[src/hdl/md4_pkg.sv]
// Constants shared by the MD4 digest unit and its testbench, and the step functions of the unit.
`timescale 1ns / 1ps

package md4_pkg;

  localparam logic [31:0] IV0 = 32'h67452301;
  localparam logic [31:0] IV1 = 32'hefcdab89;
  localparam logic [31:0] IV2 = 32'h98badcfe;
  localparam logic [31:0] IV3 = 32'h10325476;
  localparam logic [31:0] K2 = 32'h5a827999;
  localparam logic [31:0] K3 = 32'h6ed9eba1;

  localparam logic [7:0] PAD_BYTE = 8'h80;
  localparam logic [5:0] POS_LEN = 6'd56;
  localparam logic [5:0] POS_LAST = 6'd63;
  localparam logic [5:0] STEP_LAST = 6'd48;

  localparam logic [1:0] ROUND_F = 2'd0;
  localparam logic [1:0] ROUND_G = 2'd1;

  typedef logic [31:0] word_t;

  function automatic logic [3:0] md4_word_sel(input logic [5:0] j);
    logic [3:0] k;
    k = j[3:0];
    case (j[5:4])
      ROUND_F: md4_word_sel = k;
      ROUND_G: md4_word_sel = {k[1:0], k[3:2]};
      default: md4_word_sel = {k[0], k[1], k[2], k[3]};
    endcase
  endfunction

  function automatic logic [4:0] md4_rot(input logic [5:0] j);
    case ({j[5:4], j[1:0]})
      4'b0000: md4_rot = 5'd3;
      4'b0001: md4_rot = 5'd7;
      4'b0010: md4_rot = 5'd11;
      4'b0011: md4_rot = 5'd19;
      4'b0100: md4_rot = 5'd3;
      4'b0101: md4_rot = 5'd5;
      4'b0110: md4_rot = 5'd9;
      4'b0111: md4_rot = 5'd13;
      4'b1000: md4_rot = 5'd3;
      4'b1001: md4_rot = 5'd9;
      4'b1010: md4_rot = 5'd11;
      4'b1011: md4_rot = 5'd15;
      default: md4_rot = 5'd3;
    endcase
  endfunction

  function automatic word_t md4_rotl(input word_t x, input logic [4:0] r);
    logic [63:0] t;
    t = {x, x} << r;
    md4_rotl = t[63:32];
  endfunction

endpackage

[src/hdl/md4_message_digest_unit.sv]
// MD4 digest unit: byte absorption into a block memory, padding and compression.
`timescale 1ns / 1ps
// Each data item is written into the block memory; every 64th byte starts a compression
// (a read lead step, 48 steps on the single read port of the block memory, a fold).
// Finish: up to 71 padding bytes plus one or two compressions, then the digest
// sits in the output register. No input is taken during padding or compression.
// Reset: synchronous, active high; chaining words return to the initial value, the bit
// count to zero; block memory contents are not cleared.

module md4_message_digest_unit
  import md4_pkg::*;
(
  input  logic         clk,
  input  logic         rst,
  input  logic         s_axis_tvalid,
  output logic         s_axis_tready,
  input  logic [7:0]   s_axis_tdata,   // data_byte
  input  logic         s_axis_tuser,   // kind
  output logic         m_axis_tvalid,
  input  logic         m_axis_tready,
  output logic [127:0] m_axis_tdata    // digest_word0, digest_word1, digest_word2, digest_word3
);

  localparam logic [2:0] ST_IDLE = 3'd0;
  localparam logic [2:0] ST_PAD  = 3'd1;
  localparam logic [2:0] ST_COMP = 3'd2;
  localparam logic [2:0] ST_CEND = 3'd3;

  logic [2:0]  state;
  logic [63:0] cnt;
  logic [63:0] len;
  logic        fin;
  logic        lenph;
  logic [5:0]  step;
  word_t       a, b, c, d;
  word_t       cv [4];
  word_t       mem [16];
  word_t       rdata;

  logic [5:0]  pos;
  logic        accept;
  logic        mem_we;
  logic [7:0]  mem_wbyte;
  logic [3:0]  raddr;
  logic        lenph_next;
  logic [5:0]  j;
  word_t       f, kc, sum, t;
  word_t       s0, s1, s2, s3;
  logic        emit_ok;
  logic        emit;

  assign pos = cnt[8:3];
  assign s_axis_tready = (state == ST_IDLE);
  assign accept = s_axis_tvalid && s_axis_tready;
  assign lenph_next = lenph || (pos == POS_LEN);
  assign emit_ok = !m_axis_tvalid || m_axis_tready;
  assign emit = (state == ST_CEND) && fin && lenph && emit_ok;
  assign raddr = md4_word_sel(step);
  assign j = step - 6'd1;

  always_comb begin
    mem_we = 1'b0;
    mem_wbyte = 8'h00;
    if (state == ST_IDLE) begin
      mem_we = accept;
      mem_wbyte = s_axis_tuser ? PAD_BYTE : s_axis_tdata;
    end else if (state == ST_PAD) begin
      mem_we = 1'b1;
      mem_wbyte = lenph_next ? len[{pos[2:0], 3'b000} +: 8] : 8'h00;
    end
  end

  always_comb begin
    case (j[5:4])
      ROUND_F: begin
        f = (b & c) | (~b & d);
        kc = '0;
      end
      ROUND_G: begin
        f = (b & c) | (b & d) | (c & d);
        kc = K2;
      end
      default: begin
        f = b ^ c ^ d;
        kc = K3;
      end
    endcase
    sum = a + f + rdata + kc;
    t = md4_rotl(sum, md4_rot(j));
    s0 = cv[0] + a;
    s1 = cv[1] + b;
    s2 = cv[2] + c;
    s3 = cv[3] + d;
  end

  always_ff @(posedge clk) begin
    if (mem_we) begin
      mem[pos[5:2]][{pos[1:0], 3'b000} +: 8] <= mem_wbyte;
    end
    rdata <= mem[raddr];
  end

  always_ff @(posedge clk) begin
    if (rst) begin
      state <= ST_IDLE;
      cnt <= '0;
      fin <= 1'b0;
      lenph <= 1'b0;
      step <= '0;
      cv[0] <= IV0;
      cv[1] <= IV1;
      cv[2] <= IV2;
      cv[3] <= IV3;
      m_axis_tvalid <= 1'b0;
    end else begin
      if (m_axis_tvalid && m_axis_tready && !emit) begin
        m_axis_tvalid <= 1'b0;
      end
      case (state)
        ST_IDLE: begin
          if (accept) begin
            cnt <= cnt + 64'd8;
            if (s_axis_tuser) begin
              len <= cnt;
              fin <= 1'b1;
              lenph <= 1'b0;
            end
            if (pos == POS_LAST) begin
              state <= ST_COMP;
            end else if (s_axis_tuser) begin
              state <= ST_PAD;
            end
          end
          step <= '0;
          a <= cv[0];
          b <= cv[1];
          c <= cv[2];
          d <= cv[3];
        end
        ST_PAD: begin
          cnt <= cnt + 64'd8;
          lenph <= lenph_next;
          step <= '0;
          a <= cv[0];
          b <= cv[1];
          c <= cv[2];
          d <= cv[3];
          if (pos == POS_LAST) begin
            state <= ST_COMP;
          end
        end
        ST_COMP: begin
          if (step != 6'd0) begin
            a <= d;
            d <= c;
            c <= b;
            b <= t;
          end
          step <= step + 6'd1;
          if (step == STEP_LAST) begin
            state <= ST_CEND;
          end
        end
        ST_CEND: begin
          if (fin && lenph) begin
            if (emit_ok) begin
              m_axis_tdata <= {s3, s2, s1, s0};
              m_axis_tvalid <= 1'b1;
              cv[0] <= IV0;
              cv[1] <= IV1;
              cv[2] <= IV2;
              cv[3] <= IV3;
              cnt <= '0;
              fin <= 1'b0;
              lenph <= 1'b0;
              state <= ST_IDLE;
            end
          end else begin
            cv[0] <= s0;
            cv[1] <= s1;
            cv[2] <= s2;
            cv[3] <= s3;
            state <= fin ? ST_PAD : ST_IDLE;
          end
        end
        default: begin
          state <= ST_IDLE;
        end
      endcase
    end
  end

  a_emit_from_fold: assert property (@(posedge clk) disable iff (rst)
    $rose(m_axis_tvalid) |-> ($past(state) == ST_CEND) && $past(fin) && (cnt == 64'd0))
    else $error("digest emitted outside the final fold");

  a_full_block_compresses: assert property (@(posedge clk) disable iff (rst)
    (mem_we && (pos == POS_LAST)) |=> (state == ST_COMP) && (step == 6'd0))
    else $error("full block did not start compression");

  a_step_range: assert property (@(posedge clk) disable iff (rst)
    (state == ST_COMP) |-> (step <= STEP_LAST))
    else $error("compression step out of range");

  a_no_write_in_comp: assert property (@(posedge clk) disable iff (rst)
    ((state == ST_COMP) || (state == ST_CEND)) |-> !mem_we && !s_axis_tready)
    else $error("block memory written during compression");

endmodule

[config.mk]
export PLATFORM = sky130hd
export DESIGN_NAME = md4_message_digest_unit
export DESIGN_NICKNAME = d
export VERILOG_FILES = /design/src/hdl/md4_pkg.sv /design/src/hdl/md4_message_digest_unit.sv
export SDC_FILE = /design/constraint.sdc
export NUM_CORES = 2
export LEC_CHECK = 0
export ABC_AREA = 1
export ABC_CLOCK_PERIOD_IN_PS = 43100
export BUFFER_PORTS_ARGS = -buffer_cell sky130_fd_sc_hd__buf_4
export CORE_MARGIN = 5
export CORE_UTILIZATION = 50
export CTS_BUF_LIST = sky130_fd_sc_hd__clkbuf_16
export CTS_CLUSTER_SIZE = 16
export DETAILED_ROUTE_END_ITERATION = 10
export GPL_ROUTABILITY_DRIVEN = 0
export GPL_TIMING_DRIVEN = 0
export PLACE_DENSITY_LB_ADDON = 0.25
export SETUP_SLACK_MARGIN = 0.1
export SLEW_MARGIN = 20
export SYNTH_ARGS = -nofsm -noshare
export SYNTH_HDL_FRONTEND = slang
export SYNTH_SLANG_ARGS = --single-unit
[constraint.sdc]
create_clock -name clk -period 43.1 [get_ports clk]
set_clock_uncertainty 0.2 [all_clocks]
set_input_delay 8.62 -clock clk [delete_from_list [all_inputs] [get_ports clk]]
set_output_delay 8.62 -clock clk [all_outputs]
set_load 0.005 [all_outputs]
* Word level (Yosys, flattened, before mapping)
Memory sizes are Yosys's and may differ from the RTL's. A register that Yosys moved wholly into a read port is not among the register bits. Index checks and enable logic that the tools add are counted.
Word-level totals: bits in writable memories 640, bits of input ports 13, output and inout bits 130, ROM bits 64, register bits after elaboration 396, logic and storage cells 156, memories 3
Memory list:
- mem | depth 16, bits a word 32, rd ports 1, clocked after memory_dff 1, write ports 1, RTL line md4_message_digest_unit.sv:37 | word_t mem [16];
- cv | depth 4, bits a word 32, rd ports 4, clocked after memory_dff 0, write ports 4, RTL line md4_message_digest_unit.sv:36 | word_t cv [4];
- (name not given) | depth 16, bits a word 4, rd ports 1, clocked after memory_dff 0, write ports 0, RTL line md4_pkg.sv:34 | case ({j[5:4], j[1:0]})
Operators by class: bitwise gates (word level) 19, shift-type cells 4, reductions and logical operators 26, add/subtract/negate cells 11, equal/unequal tests 17, muxes and demuxes 64
Operators by type and width (count):
- 32-bit 2-to-1 mux | 13
- 32-bit one-hot mux with 2 select lines | 5
- 32-bit adder | 7
- 64-bit 2-to-1 mux | 3
- 64-bit one-hot mux with 3 select lines | 1
- 32-bit AND | 4
- 32-bit bitwise OR | 3
- 64-bit by 4-bit adder with 64-bit output (second input constant) | 1
- 64-bit by 7-bit indexed part select with 8-bit output | 1
- 64-bit by 5-bit << shifter with 64-bit output | 1
- 32-bit XOR | 2
- 31-bit one-hot mux with 2 select lines | 1
- 8-bit 2-to-1 mux | 4
- 32-bit NOT | 1
- 8-bit by 7-bit variable shift with 32-bit output (first input constant) | 1
- 8-bit by 7-bit indexed part select with 32-bit output | 1
- 1-bit 2-to-1 mux | 25
- 3-bit 2-to-1 mux | 7
- 6-bit equality test (second input constant) | 3
- 5-bit AND reduction | 3
- 3-bit one-hot mux with 4 select lines | 1
- 6-bit one-hot mux with 2 select lines | 1
- 4-bit AND reduction | 3
- 2-bit by 1-bit inequality test with 1-bit output (second input constant) | 4
- 24 further kinds | 45

* Depth between registers and ports, before layout
depth in word-level cells 10, gate-level depth with buffers 32

* Worst setup path after synthesis
OpenSTA, ideal clock, no wires.
kind input to register, start point input rst, end point register a[0], enable pin, data required time 42.055 ns, path buffers 2, library setup time 0.845 ns, setup slack 23.401 ns, arrival time 18.654 ns, stages 3, path through clkbuf_1 clkbuf_1 a311oi_1
Between the ends: cells in the longest elaborated chain, start to end 2
Ends and longest elaborated chain:
- start, declared | RTL line md4_message_digest_unit.sv:14 | input logic rst,
- 1-bit NOT (no line)
- 3-bit AND reduction (no line)
- end signal, assigned | RTL line md4_message_digest_unit.sv:135 | a <= cv[0];
- end signal, assigned | RTL line md4_message_digest_unit.sv:144 | a <= cv[0];
- end, declared | RTL line md4_message_digest_unit.sv:35 | word_t a, b, c, d;
No other way between the ends. A chain may end at the register's enable or synchronous reset.

==> run metrics <==
run status=finished clean; vias=approximately 45,000; Syn Nets=6,251; Worst R2R End=b[0]; P&R area growth vs syn=12.7%; main combinational cell family by area after synthesis=simple AND/OR/NAND/NOR gates; Synth cell types=65; CTS clk-pin slew, worst paths=~0.07 ns; grt ovf=0; hold_buf cts=0; worst hold slack=0.293 ns; Root Driver=clkbuf_16; design area=about 63,000 um^2; Crit-path slowest cell=nor2_1; Core Area=around 110,000 um^2; vias in the first global route=about 42,000; Post-route DRC=0; Antenna Nets Post-Route=0; DIE AREA=~120,000 um^2; Setup CP Type=in -> reg; DR pass1 iterations=8; Post-Synth Simple-Gate Area=between 15 and 20%; Least-Margin Pin Slew=~1.2 ns; launch point of the critical path=rst; Syn. warnings=0; port bufs=roughly 140; Post-synth EDFFs=925; global-route wire length before repair=258,000 um; nets@finish=roughly 6,500; Worst EP arrival=between 10 and 15 ns; FF+latch count, synth=approximately 1,100; Sink Count=1,061; asr flop ratio synth=0%; unrepaired setup endpoints after global routing=false; fmax=approximately 0.084 GHz; per-cell routed wire length=22.5 um; Post-Synth XOR/XNOR Area=2.26%; WL final=176,000 um; min-delay src=cnt[62]; cells along the critical path=clkbuf_1 > nor2_1 > nor2_1 > clkbuf_1 > nand2_2; TritonCTS buffer count=110; Max-Cap Viols=0; post-CTS setup buffers=0; synthesized area=between 50,000 and 60,000 um^2; post-synthesis adder-cell area fraction=under 10%; post-synthesis mux area share=0%; fill count=9,574; Rows=122; share of the synthesized area in the top cell type=49.5%; Hold EP=len[62]; Die W=345 um; type of origin of the critical path=primary input; Synth area leaders=edfxtp_1 (50%), nand2_1 (7.4%), inv_1 (6.1%), nand3_1 (4.9%), dfxtp_1 (4.9%); Hold Path Stages=0; H-tree levels=3; Max-slew headroom=18.5%; area leader, netlist=edfxtp_1; Max Slew Vio Count=0; post-cts resize count=0; fin crit share=approximately 27%; Register-to-Register Path Depth=29; Final Hold Fails=0; Initial DRC Count=approximately 5,500; worst reg2reg setup slack=approximately 36 ns; Leak=about 26 nW; top-level port count=between 100 and 150; setup TNS=0 ns; post-layout minimum cycle time=11.84 ns; largest net degree at the start of global routing=57; die height=between 300 and 400 um; final setup vio count=0; RR Startpoint=step[0]; most numerous cell in the Yosys netlist=nand2_1; Starting Density=50.5%; CTS tree=done; CP peak stage delay=about 0.73 ns; Vias/cell=~5.8; DP HPWL=around 140,000 um; Mean Syn Cell Area=~9.4 um^2; CTS Buffer Depth=3; critical path data required time=43.11 ns; share of layout cells above drive strength 1=under 10%; complex-gate fraction of the synthesized area=a little over a tenth; worst vdd ir=just under 90 uV; Worst Setup End Kind=flip-flop; Crit path max-delay family=simple AND/OR/NAND/NOR gates; synth cell count leaders=nand2_1 (1,104), edfxtp_1 (925), inv_1 (909); Post-DP Area=59,400 um^2; Crit Path Max Fanout=32; worst skew pair latency=between 0.7 and 0.8 ns; Top FF cell, synth=edfxtp_1; initial antenna violation count=2; Hold WC Path Type=reg -> reg; GR Util All Layers=just under 30%; cell area power density=roughly 84 nW/um^2; register area share after synthesis=54.4%; CP bufs+invs=2; cell count after synthesis=between 5,000 and 6,000
metal layers:
| layer | global-route usage [%] | up-vias | part of all wire (%) |
|---|---|---|---|
| met2 | 46.7 | 2548 | 46 |
| met1 | 37.5 | 21400 | 38 |
| met4 | 15.0 | 0 | 5.9 |
| met5 | 0 | - | 0 |
| li1 | - | 20800 | - |
| met3 | 5.69 | 512 | 11 |
cell families (layout without fill, tap and decap cells):
logic type,Yosys count,in the layout
xor gates and xnor gates,145,145
adders and majority gates,265,265
and+or+nand+nor,2336,2336
other,0,1
AOI/OAI and AO/OA,1030,1030
DFF,1061,1061
buffers and inverters,1136,1507
power by group:
part	internal [mW]	switching, mW
logic	0.928	2.08
registers	1.25	0.0766
clock network	0.564	0.423
total	2.74	2.58
worst max path at each step:
stage                      to  slack [ns]  depth (start not counted)
floorplan                a[0]       23.40                          3
global placement        a[28]       18.40                          3
detailed placement  cv[1][23]       30.82                          5
CTS                  cv[1][3]       31.54                          5
global route         cv[1][3]       31.34                          5
finish               cv[1][3]       31.26                          5
sequential cells by signal, indices dropped and copies added, names as in the netlist:
register       count
mem              512
cv               128
m_axis_tdata     128
cnt               61
len               61
a                 32
b                 32
c                 32
d                 32
rdata             32
step               6
state              2
fin                1
lenph              1
m_axis_tvalid      1
layout by cell type (no fill, tap or decap), types with 8 or more instances in the layout:
| cell | count |
|---|---|
| a21o_1 | 14 |
| a221oi_1 | 9 |
| bufinv_16 | 16 |
| and2_1 | 10 |
| nand3_1 | 546 |
| buf_6 | 12 |
| inv_2 | 12 |
| clkinv_2 | 17 |
| inv_1 | 925 |
| nand2_1 | 1102 |
| nor2_2 | 26 |
| xnor2_1 | 44 |
| clkbuf_16 | 110 |
| buf_2 | 43 |
| clkinv_1 | 35 |
| xor2_1 | 101 |
| nand2_2 | 8 |
| dfxtp_1 | 136 |
| o22ai_1 | 52 |
| fa_1 | 91 |
| a31oi_1 | 9 |
| or2_2 | 23 |
| o211ai_1 | 138 |
| nand4_1 | 45 |
| buf_1 | 33 |
| o21bai_1 | 24 |
| nand3b_1 | 12 |
| ha_1 | 174 |
| nor2_1 | 439 |
| a211oi_1 | 16 |
| edfxtp_1 | 925 |
| o21ai_1 | 11 |
| o21ai_0 | 350 |
| nor3_1 | 68 |
| a21boi_0 | 8 |
| clkbuf_1 | 128 |
| buf_4 | 146 |
| a21oi_1 | 363 |
| nor3_2 | 9 |
| nor4_1 | 21 |
per-stage QoR:
| stage | util, % | instances | power, mW | setup slack (ns) |
|---|---|---|---|---|
| after floorplan | - | 5973 | 3.35 | 23.40 |
| after global placement | 53.2 | 7602 | 4.20 | 18.40 |
| after detailed placement | 53.5 | 7624 | 4.23 | 30.82 |
| after CTS | 56.9 | 7832 | 5.22 | 31.54 |
| after global routing | 56.9 | 7832 | 5.66 | 31.34 |
| final | 56.9 | 7833 | 5.32 | 31.26 |
layout make-up:
cell class	instances	area (um^2)	share of cell area, %
clock buffers	110	2750	4.36
inverters	926	3480	5.50
well taps	1488	1860	2.95
flip-flops and latches	1061	30500	48.3
plain buffers	210	855	1.35
clock inverters	98	1010	1.59
multi-input cells	3776	21400	33.8
repair buffers	163	1370	2.17
diodes	1	2.50	0.00396
(Power assumes the default switching activity.)
